$ cat src/sv/irr_pkg.sv
// irr_pkg: shared codes and field widths for the ir ranger serial reader
// no dependencies; imported by ir_ranger_serial_reader_unit
package irr_pkg;

  // lines per sensor port and readings width
  localparam int LINE_W    = 4;
  localparam int RANGE_W   = 8;
  localparam int READ_W    = LINE_W * RANGE_W;
  localparam int BITPOS_W  = 3;

  // field widths
  localparam int KIND_W    = 2;
  localparam int IDX_W     = 2;
  localparam int SETTLE_W  = 17;
  localparam int HALF_W    = 10;
  localparam int END_W     = 14;
  localparam int USE_W     = 3;
  localparam int TICK_W    = 17;
  localparam int CFG_IDX_W = 2;
  localparam int CFG_DAT_W = 17;

  // item kinds
  typedef enum logic [KIND_W-1:0] {
    KIND_TICK   = 2'd0,
    KIND_GROUP  = 2'd1,
    KIND_SINGLE = 2'd2,
    KIND_NONE   = 2'd3
  } kind_t;

  // configuration register indexes
  localparam logic [CFG_IDX_W-1:0] REG_SETTLE = 2'd0;
  localparam logic [CFG_IDX_W-1:0] REG_HALF   = 2'd1;
  localparam logic [CFG_IDX_W-1:0] REG_END    = 2'd2;
  localparam logic [CFG_IDX_W-1:0] REG_USE    = 2'd3;

  // register reset values
  localparam logic [SETTLE_W-1:0] SETTLE_RST = 17'd70000;
  localparam logic [HALF_W-1:0]   HALF_RST   = 10'd100;
  localparam logic [END_W-1:0]    END_RST    = 14'd2000;
  localparam logic [USE_W-1:0]    USE_RST    = 3'd4;

endpackage

$ cat src/sv/ir_ranger_serial_reader_unit.sv
// ir_ranger_serial_reader_unit: bit-banged serial read of up to four ir range sensors
// depends on irr_pkg (codes, widths, register reset values)
//
//  channel | direction | handshake            | beat
//  in_     | input     | in_valid / in_ready   | kind, sensor index, sense lines
//  out_    | output    | out_valid / out_ready | drive lines, busy, done, readings, refused
//  cfg_    | input     | cfg_we                | register index and write data
//
// one beat in, one beat out; the sequencer state and the output register both load in the
// accept cycle, so a beat is taken every cycle as long as the output register is empty or
// drained in the same cycle.
// a stall on out_ready holds the output register and drops in_ready.
// rst_n is synchronous: idle sequencer, lines low, registers back to their defaults.
module ir_ranger_serial_reader_unit
  import irr_pkg::*;
#(
  parameter int NUM_SENSORS = 4
) (
  input  logic                 clk,
  input  logic                 rst_n,
  // input channel
  input  logic                 in_valid,
  output logic                 in_ready,
  input  logic [KIND_W-1:0]    in_kind,
  input  logic [IDX_W-1:0]     in_sensor_index,
  input  logic [LINE_W-1:0]    in_sense_lines,
  // result channel
  output logic                 out_valid,
  input  logic                 out_ready,
  output logic [LINE_W-1:0]    out_drive_lines,
  output logic                 out_busy_res,
  output logic                 out_done_res,
  output logic [READ_W-1:0]    out_readings,
  output logic                 out_start_refused,
  // configuration port
  input  logic                 cfg_we,
  input  logic [CFG_IDX_W-1:0] cfg_index,
  input  logic [CFG_DAT_W-1:0] cfg_wdata
);

  // sensors that can actually be wired to the four-line ports
  localparam int NumUsable = (NUM_SENSORS < LINE_W) ? NUM_SENSORS : LINE_W;

  typedef enum logic [2:0] {
    PH_IDLE,
    PH_SETTLE,
    PH_HIGH,
    PH_LOW,
    PH_END
  } phase_t;

  // configuration registers
  logic [SETTLE_W-1:0] settle_ticks_r;
  logic [HALF_W-1:0]   half_ticks_r;
  logic [END_W-1:0]    end_ticks_r;
  logic [USE_W-1:0]    use_count_r;

  // sequencer state
  phase_t              phase_r, phase_nxt;
  logic [TICK_W-1:0]   tick_count_r, tick_count_nxt;
  logic [BITPOS_W-1:0] bit_pos_r, bit_pos_nxt;
  logic [LINE_W-1:0]   active_mask_r, active_mask_nxt;
  logic [LINE_W-1:0]   drive_level_r, drive_level_nxt;
  logic [READ_W-1:0]   acc_r, acc_nxt;

  // output register
  logic                out_valid_r;
  logic [LINE_W-1:0]   out_drive_r;
  logic                out_busy_r;
  logic                out_done_r, done_nxt;
  logic [READ_W-1:0]   out_readings_r, readings_nxt;
  logic                out_refused_r, refused_nxt;

  logic                in_fire;
  logic [TICK_W-1:0]   tick_inc;
  logic [TICK_W-1:0]   settle_lim, half_lim, end_lim;
  logic [LINE_W-1:0]   group_mask, single_mask;

  assign in_ready = !out_valid_r || out_ready;
  assign in_fire  = in_valid && in_ready;

  // configuration writes
  always_ff @(posedge clk) begin
    if (!rst_n) begin
      settle_ticks_r <= SETTLE_RST;
      half_ticks_r   <= HALF_RST;
      end_ticks_r    <= END_RST;
      use_count_r    <= USE_RST;
    end else if (cfg_we) begin
      unique case (cfg_index)
        REG_SETTLE: settle_ticks_r <= cfg_wdata;
        REG_HALF:   half_ticks_r   <= cfg_wdata[HALF_W-1:0];
        REG_END:    end_ticks_r    <= cfg_wdata[END_W-1:0];
        REG_USE:    use_count_r    <= cfg_wdata[USE_W-1:0];
        default:    ;
      endcase
    end
  end

  // interval limits, a zero length counts as one tick
  assign settle_lim = (settle_ticks_r == '0) ? TICK_W'(1) : settle_ticks_r;
  assign half_lim   = (half_ticks_r == '0)   ? TICK_W'(1) : TICK_W'(half_ticks_r);
  assign end_lim    = (end_ticks_r == '0)    ? TICK_W'(1) : TICK_W'(end_ticks_r);
  assign tick_inc   = tick_count_r + TICK_W'(1);

  // sensor masks for the two start kinds
  always_comb begin
    for (int i = 0; i < LINE_W; i++) begin
      group_mask[i]  = (i < NumUsable) && (int'(use_count_r) > i);
      single_mask[i] = (int'(in_sensor_index) < NumUsable) && (int'(in_sensor_index) == i);
    end
  end

  // sequencer next state
  always_comb begin
    phase_nxt       = phase_r;
    tick_count_nxt  = tick_count_r;
    bit_pos_nxt     = bit_pos_r;
    active_mask_nxt = active_mask_r;
    drive_level_nxt = drive_level_r;
    acc_nxt         = acc_r;
    done_nxt        = 1'b0;
    refused_nxt     = 1'b0;
    readings_nxt    = '0;
    unique case (kind_t'(in_kind))
      KIND_GROUP, KIND_SINGLE: begin
        if (phase_r != PH_IDLE) begin
          refused_nxt = 1'b1;
        end else begin
          active_mask_nxt = (kind_t'(in_kind) == KIND_GROUP) ? group_mask : single_mask;
          phase_nxt       = PH_SETTLE;
          tick_count_nxt  = '0;
          bit_pos_nxt     = BITPOS_W'(7);
          acc_nxt         = '0;
          drive_level_nxt = '0;
        end
      end
      KIND_TICK: begin
        if (phase_r != PH_IDLE) begin
          tick_count_nxt = tick_inc;
        end
        unique case (phase_r)
          PH_SETTLE: begin
            if (tick_inc >= settle_lim) begin
              phase_nxt       = PH_HIGH;
              tick_count_nxt  = '0;
              drive_level_nxt = active_mask_r;
            end
          end
          PH_HIGH: begin
            if (tick_inc >= half_lim) begin
              phase_nxt       = PH_LOW;
              tick_count_nxt  = '0;
              drive_level_nxt = '0;
            end
          end
          PH_LOW: begin
            if (tick_inc >= half_lim) begin
              // sample one bit of every active sensor, msb first
              for (int i = 0; i < LINE_W; i++) begin
                if (active_mask_r[i] && in_sense_lines[i]) begin
                  acc_nxt[RANGE_W*i + int'(bit_pos_r)] = 1'b1;
                end
              end
              tick_count_nxt  = '0;
              drive_level_nxt = active_mask_r;
              if (bit_pos_r == '0) begin
                phase_nxt = PH_END;
              end else begin
                bit_pos_nxt = bit_pos_r - BITPOS_W'(1);
                phase_nxt   = PH_HIGH;
              end
            end
          end
          PH_END: begin
            if (tick_inc >= end_lim) begin
              phase_nxt       = PH_IDLE;
              tick_count_nxt  = '0;
              drive_level_nxt = '0;
              bit_pos_nxt     = BITPOS_W'(7);
              done_nxt        = 1'b1;
              readings_nxt    = acc_r;
            end
          end
          default: ;
        endcase
      end
      default: ;
    endcase
  end

  // sequencer state and output register
  always_ff @(posedge clk) begin
    if (!rst_n) begin
      phase_r       <= PH_IDLE;
      tick_count_r  <= '0;
      bit_pos_r     <= BITPOS_W'(7);
      active_mask_r <= '0;
      drive_level_r <= '0;
      acc_r         <= '0;
      out_valid_r   <= 1'b0;
    end else begin
      if (in_fire) begin
        phase_r        <= phase_nxt;
        tick_count_r   <= tick_count_nxt;
        bit_pos_r      <= bit_pos_nxt;
        active_mask_r  <= active_mask_nxt;
        drive_level_r  <= drive_level_nxt;
        acc_r          <= acc_nxt;
        out_valid_r    <= 1'b1;
      end else if (out_ready) begin
        out_valid_r    <= 1'b0;
      end
    end
  end

  // result payload, loaded with each accepted beat
  always_ff @(posedge clk) begin
    if (in_fire) begin
      out_drive_r    <= drive_level_nxt;
      out_busy_r     <= (phase_nxt != PH_IDLE);
      out_done_r     <= done_nxt;
      out_readings_r <= readings_nxt;
      out_refused_r  <= refused_nxt;
    end
  end

  assign out_valid         = out_valid_r;
  assign out_drive_lines   = out_drive_r;
  assign out_busy_res      = out_busy_r;
  assign out_done_res      = out_done_r;
  assign out_readings      = out_readings_r;
  assign out_start_refused = out_refused_r;

  // a finished sequence is never still busy
  a_done_idle: assert property (@(posedge clk) disable iff (!rst_n)
    out_valid_r && out_done_r |-> !out_busy_r)
    else $error("done reported while still busy");

  // readings only show on the finishing beat
  a_readings_zero: assert property (@(posedge clk) disable iff (!rst_n)
    out_valid_r && !out_done_r |-> out_readings_r == '0)
    else $error("readings nonzero without done");

  // a refused start only happens while busy
  a_refused_busy: assert property (@(posedge clk) disable iff (!rst_n)
    out_valid_r && out_refused_r |-> out_busy_r && !out_done_r)
    else $error("start refused while idle");

  // only selected sensors are ever driven
  a_drive_mask: assert property (@(posedge clk) disable iff (!rst_n)
    (drive_level_r & ~active_mask_r) == '0)
    else $error("clock line driven outside active mask");

  // the line is low whenever the sequencer is idle
  a_idle_low: assert property (@(posedge clk) disable iff (!rst_n)
    phase_r == PH_IDLE |-> drive_level_r == '0)
    else $error("clock line high while idle");

endmodule
$ cat config.mk
export PLATFORM = sky130hd
export DESIGN_NAME = ir_ranger_serial_reader_unit
export DESIGN_NICKNAME = d
export VERILOG_FILES = /design/src/sv/irr_pkg.sv /design/src/sv/ir_ranger_serial_reader_unit.sv
export SDC_FILE = /design/constraint.sdc
export NUM_CORES = 1
export LEC_CHECK = 0
export ABC_AREA = 1
export BUFFER_PORTS_ARGS = -buffer_cell sky130_fd_sc_hd__buf_2
export CELL_PAD_IN_SITES_DETAIL_PLACEMENT = 1
export CELL_PAD_IN_SITES_GLOBAL_PLACEMENT = 1
export CORE_AREA = 2 2 128 143
export CTS_BUF_LIST = sky130_fd_sc_hd__clkbuf_8
export DETAILED_ROUTE_END_ITERATION = 10
export DIE_AREA = 0 0 130 145
export MAX_ROUTING_LAYER = met4
export PLACE_DENSITY_LB_ADDON = 0.3
export REMOVE_ABC_BUFFERS = 1
export SYNTH_ARGS = -nofsm -noshare
export SYNTH_HDL_FRONTEND = slang
export SYNTH_SLANG_ARGS = --single-unit
export TNS_END_PERCENT = 10
$ cat constraint.sdc
create_clock -name clk -period 3.2 [get_ports clk]
set_input_delay 0.8 -clock clk [delete_from_list [all_inputs] [get_ports clk]]
set_output_delay 0.8 -clock clk [all_outputs]
set_load 0.02 [all_outputs]
Word-level counts from Yosys, hierarchy flattened
Index checks and enable logic that the tools add are counted.
{"block": "totals", "register_bits": 147, "inputBits": 32, "out_inout_bits": 41, "elab_cells": 155}
{"block": "classes", "n_addsub": 5, "order_cmp": 15, "n_eq_ne": 19, "n_mux": 61, "n_bitwise": 5, "n_reduce_logical": 34}
{"op": "two-way mux 32 bit", "count": 16}
{"op": "two-way mux 17 bit", "count": 6}
{"op": "OR 32 bit", "count": 3}
{"op": "one-hot mux 32 bit (2 select lines)", "count": 1}
{"op": "one-hot mux 17 bit (3 select lines)", "count": 1}
{"op": "one-hot mux 17 bit (2 select lines)", "count": 1}
{"op": "OR 32 x 8 -> 32 bit", "count": 1}
{"op": "two-way mux 3 bit", "count": 10}
{"op": "two-way mux 4 bit", "count": 6}
{"op": "one-hot mux 3 bit (2 select lines)", "count": 3}
{"op": "adder 17 x 1 -> 17 bit, second input constant", "count": 1}
{"op": ">= comparator 17 x 10 -> 1 bit", "count": 1}
{"op": ">= comparator 17 x 14 -> 1 bit", "count": 1}
{"op": ">= comparator 17 bit", "count": 1}
{"op": "zero test 17 bit", "count": 1}
{"op": "one-hot mux 4 bit (4 select lines)", "count": 1}
{"op": "demux 1 bit (select 5 bit)", "count": 3}
{"op": "zero test 14 bit", "count": 1}
{"op": "two-way mux 14 bit", "count": 1}
{"op": "adder 5 x 3 -> 6 bit, first input constant", "count": 2}
{"op": ">= comparator 6 x 1 -> 1 bit, second input constant", "count": 2}
{"op": "< comparator 6 bit, second input constant", "count": 2}
{"op": "one-hot mux 3 bit (4 select lines)", "count": 1}
{"op": "== test 2 bit, second input constant", "count": 5}
{"op": "other kinds (34)", "count": 68}

Longest topological paths before layout
{"block": "logic_depth", "depth_word": 24, "depth_mapped": 23, "ltp_nobuf": 23}

Worst setup path after synthesis
OpenSTA, ideal clock, no wires.
{"block": "synth_timing", "kind": "input to register", "startpoint": "input port out_ready", "endpoint": "register drive_level_r[0]", "setup_ps": 111, "t_arrival_ps": 3032, "required_ps": 3089, "slack_ps": 58, "path_stages": 8, "n_path_buf": 1, "cell_sequence": "inv_1 -> nand2_1 -> nand2_1 -> inv_1 -> clkbuf_1 -> nand4_1 -> nand2_1 -> inv_1"}
{"block": "synth_via", "elab_chain_len": 2}
{"item": "from (decl)", "line": "ir_ranger_serial_reader_unit.sv:29", "source": "input logic out_ready,"}
{"item": "logical OR 1 bit", "line": "ir_ranger_serial_reader_unit.sv:79", "source": "assign in_ready = !out_valid_r || out_ready;"}
{"item": "named net in_ready", "line": "ir_ranger_serial_reader_unit.sv:23", "source": "output logic in_ready,"}
{"item": "logical AND 1 bit", "line": "ir_ranger_serial_reader_unit.sv:80", "source": "assign in_fire = in_valid && in_ready;"}
{"item": "named net in_fire", "line": "ir_ranger_serial_reader_unit.sv:74", "source": "logic in_fire;"}
{"item": "to (signal assigned)", "line": "ir_ranger_serial_reader_unit.sv:208", "source": "drive_level_r <= drive_level_nxt;"}
{"item": "to (decl)", "line": "ir_ranger_serial_reader_unit.sv:63", "source": "logic [LINE_W-1:0] drive_level_r, drive_level_nxt;"}
The timed path passes the listed nets, and every way through them passes these cells.
A chain may end at the register's enable or synchronous reset.

Worst setup path in the final report
{"block": "layout_timing", "startpoint": "register tick_count_r[12]", "endpoint": "register tick_count_r[0]"}
{"block": "layout_via", "elab_chain_len": 5, "word_cells_on_any_way": 9, "classes_between": "1 x add/sub; 3 x order compare; 5 x mux"}
{"item": "from (decl)", "line": "ir_ranger_serial_reader_unit.sv:60", "source": "logic [TICK_W-1:0] tick_count_r, tick_count_nxt;"}
{"item": "from (signal assigned)", "line": "ir_ranger_serial_reader_unit.sv:205", "source": "tick_count_r <= tick_count_nxt;"}
{"item": "adder 17 x 1 -> 17 bit *", "line": "ir_ranger_serial_reader_unit.sv:104", "source": "assign tick_inc = tick_count_r + TICK_W'(1);"}
{"item": ">= comparator 17 x 14 -> 1 bit (tied with other cells)", "line": "ir_ranger_serial_reader_unit.sv:176", "source": "if (tick_inc >= end_lim) begin"}
{"item": "two-way mux 17 bit (on tied branches)"}
{"item": "one-hot mux 17 bit (3 select lines) *", "line": "ir_ranger_serial_reader_unit.sv:142", "source": "unique case (phase_r)"}
{"item": "one-hot mux 17 bit (2 select lines) *", "line": "ir_ranger_serial_reader_unit.sv:125", "source": "unique case (kind_t'(in_kind))"}
Every way passes the cells marked *; elsewhere a longest branch is shown, timed or not.

==> summary.md <==
Outcome
- **result of the run** complete, no violations

Finish
- **most common cell after layout, fill and taps aside** sky130_fd_sc_hd__nand2_1
- **Syn-to-layout area delta** 21.0%
- **area of all placed cells without fillers** 9310 sq um
- **post-layout net count** 1202
- **highest-count cells in the layout ignoring fill and taps** 237 x sky130_fd_sc_hd__nand2_1, 142 x sky130_fd_sc_hd__inv_1, 96 x sky130_fd_sc_hd__dfxtp_1
- **layout cell share with drive strength beyond 1** 21.1%
- **Inserted Diodes** 0

CTS
- **TritonCTS buffer count** 17
- **root buffer selected by CTS** sky130_fd_sc_hd__clkbuf_8
- **post-cts hold buffer count** 0
- **clock latency at the later pin of the worst-skew pair** 470 ps
- **CTS Sinks** 147
- **CTS tree** done
- **Clk pin slew, worst setup/hold paths** 90 ps
- **CTS HTree Levels** 4
- **maximum buffer depth of the clock tree** 2

Timing
- **hold violation total from the final report** 0
- **final setup violating endpoints** 0
- **final hold slack** 465 ps
- **pins over their slew limit** 0
- **post-route clock skew** 9.02 ps
- **transition time at the pin with the least slew margin** 885 ps
- **worst setup slack after layout** 6.60 ps
- **shortest period the worst path allows** 3190 ps
- **Rel. slew slack** 40.9%
- **Fmax** 0.313 GHz
- **fraction of the cycle the final worst path needs** 99.8%

Global routing
- **initial antenna violation count** 0
- **most crowded layer after global routing** met2
- **met2 Resource Use GR** 44.1%
- **largest net degree at the start of global routing** 53
- **wire length of the first global-routing pass** 35.3 mm
- **vias in the first global route** 7286
- **global-route usage over all layers** 24.3%
- **met3 track demand over resource in global routing** 3.98%
- **total congestion overflow after global routing** 0
- **M1 GR Usage** 26.3%

Worst setup path
- **worst flop-to-flop path endpoint** tick_count_r[0]
- **cell occurring most often along the worst timing path** sky130_fd_sc_hd__nand2_1
- **Setup crit start** tick_count_r[12]
- **worst-path cell chain** nand2_1, nor2_1, nand2_1, nor2_2, nand2_1, nand2_2, inv_1, ha_4, nand2_2, nor2_2, nand2_1, nor2_1, nand2_1, nand4_1, nor2_1, inv_1, nand3_4, nor2_4, nor2_8, buf_6, nand2_1, a21oi_1
- **startpoint type of the worst setup path** flop
- **highest-delay cell along the critical path** sky130_fd_sc_hd__dfxtp_1
- **slack of the worst reg-to-reg path** 7 ps
- **depth of the worst register-to-register path** 22
- **Arrival @ worst endpoint** 3520 ps
- **end of the critical path** tick_count_r[0]
- **largest stage delay on the critical path** 440 ps
- **worst endpoint required time** 3530 ps
- **Critical Path End Type** flop
- **worst reg2reg path startpoint** tick_count_r[12]
- **crit path kind** reg -> reg
- **maximum fanout along the worst path** 5

Logic synthesis
- **syn_area_per_cell** 7.58 sq um
- **Top FF cell, synth** sky130_fd_sc_hd__dfxtp_1
- **post-synthesis register bit count** 147
- **synth unique cells** 40
- **number of enable flip-flop cells after synthesis** 39
- **Seq/Total Area, Yosys** 43.3%
- **Yosys top cell by area** sky130_fd_sc_hd__dfxtp_1
- **cell area after synthesis** 7700 sq um
- **area fraction of the dominant cell type after synthesis** 28.1%
- **Area contributors post-synth** sky130_fd_sc_hd__dfxtp_1 28%, sky130_fd_sc_hd__edfxtp_1 15%, sky130_fd_sc_hd__nand2_1 12%, sky130_fd_sc_hd__ha_1 7.6%, sky130_fd_sc_hd__inv_1 7.1%
- **Synth Warn #** 0
- **Async S/R FF share, synth** 0%
- **Cells after Synth** 1016

Die
- **die extent in y** 145 microns
- **die outline width** 130 microns
- **die area** 18900 sq um
- **starting density of the core** 44.2%
- **Core Area** 17400 sq um
- **number of cell rows** 51
- **Top-Level Pins** 73

Placement
- **Final Wtd Congestion** 0.851
- **number of buffers added on ports** 72
- **placement-stage worst setup slack** -150 ps
- **placed standard-cell area** 8440 sq um
- **placed wire-length estimate after detailed placement** 16.2 mm

Detailed routing
- **routed wirelength normalized by instance count** 16.8 microns
- **Residual DRC** 0
- **detailed-route wire length** 23.0 mm
- **number of nets with antenna violations after routing** 0
- **total number of vias** 7225
- **Initial DRC Count** 320
- **TritonRoute pass-1 iters** 4
- **DR vias/cell** 5.26

Worst hold path
- **hold wc startpoint** acc_r[10]
- **type of the most critical hold path** reg -> reg

Flow run
- **max cap viols** 0

Power and ir drop
- **static power due to leakage** 4.02 nW
- **power density of the placed cells** 438 nW/um^2
- **Max rail drop VDD** 238 uV

## synth_stat cells (2+ instances only)
cell                         n
sky130_fd_sc_hd__o21ai_1     3
sky130_fd_sc_hd__clkbuf_1   21
sky130_fd_sc_hd__edfxtp_1   39
sky130_fd_sc_hd__xor2_1     10
sky130_fd_sc_hd__nor3_1     13
sky130_fd_sc_hd__o21ai_0    51
sky130_fd_sc_hd__o211ai_1   15
sky130_fd_sc_hd__a21oi_1    96
sky130_fd_sc_hd__nor2_4      2
sky130_fd_sc_hd__nand2_1   253
sky130_fd_sc_hd__nand2_2     2
sky130_fd_sc_hd__a41o_1      2
sky130_fd_sc_hd__a21o_1      2
sky130_fd_sc_hd__nand2_4     4
sky130_fd_sc_hd__nand3_2     3
sky130_fd_sc_hd__nor2_2      7
sky130_fd_sc_hd__nor2_1    102
sky130_fd_sc_hd__o21ai_4     4
sky130_fd_sc_hd__o21bai_1    4
sky130_fd_sc_hd__nand3_1    35
sky130_fd_sc_hd__buf_4       3
sky130_fd_sc_hd__nor2_8      2
sky130_fd_sc_hd__inv_1     146
sky130_fd_sc_hd__nor4_1      2
sky130_fd_sc_hd__dfxtp_1   108
sky130_fd_sc_hd__nand4_1    23
sky130_fd_sc_hd__inv_2       5
sky130_fd_sc_hd__ha_1       47
## layer usage
metal	vias up	part of all wire, %
met2	153	54
met5	-	0
met4	0	3.5
met1	3512	39
met3	55	3.3
li1	3505	-
## sequential cells by signal, summed over array words and instances (netlist names)
name,count
acc_r,32
out_readings,32
settle_ticks_r,17
tick_count_r,17
end_ticks_r,14
half_ticks_r,10
active_mask_r,4
drive_level_r,4
out_drive_lines,4
bit_pos_r,3
phase_r,3
use_count_r,3
out_busy_res,1
out_done_res,1
out_start_refused,1
out_valid,1
## critical path: cells and delay by family (launching register included)
family	cells	cell delay [ps]
adder cells (fa/ha/maj)	1	270
flip-flops	1	440
AND/OR/NAND/NOR	17	1990
AO/OA/AOI/OAI	1	70
buffers and inverters	3	290
## stage by stage
stage                     utilization (%)  total power, mW  std cells  setup TNS (ps)
after global routing                 53.5             4.23       1374           -3150
after global placement               48.5             2.59       1325           -98.0
after CTS                            51.4             4.07       1362               0
final                                53.5             4.08       1374               0
after detailed placement             48.5             2.61       1325           -2580
after floorplan                         -             2.41        990            -249
## final cells by class
type / count / area (sq um)
timing repair buffer: 114 / 716
clock inverter: 14 / 143
fill: 2205 / 8110
multi-input combinational: 692 / 3990
tap: 238 / 298
clock buffer: 18 / 248
sequential: 147 / 3360
inverter: 151 / 567
## power breakdown
part           internal (mW)  leakage [nW]  switching (mW)
combinational          0.177          2.55           0.397
sequential              1.99          1.28          0.0435
clock                  0.656         0.189           0.820
total                   2.82          4.02            1.26
## cell families after synthesis
kind of cell,synth area share [%]
compound gates,13.5
buf+inv,8.87
flops,43.3
simple gates,25.5
xor+xnor,1.14
fa+ha+maj,7.64
## worst min path at each step
stage / cells after the start / slack [ps] / endpoint
6_report: 2 / 460 / acc_r[10]
5_1_grt: 2 / 500 / acc_r[25]
4_1_cts: 2 / 470 / acc_r[0]
3_5_place_dp: 2 / 450 / acc_r[0]
3_3_place_gp: 2 / 450 / acc_r[18]
2_1_floorplan: 2 / 430 / half_ticks_r[0]
## what timing repair did
action,CTS,global route
endpoints found under the hold margin,0,0
buffers inserted,5,12
setup endpoints to repair,55,64
resized for setup,19,63
pin swaps,4,27
Note: power is estimated with default switching activity, not from simulation.
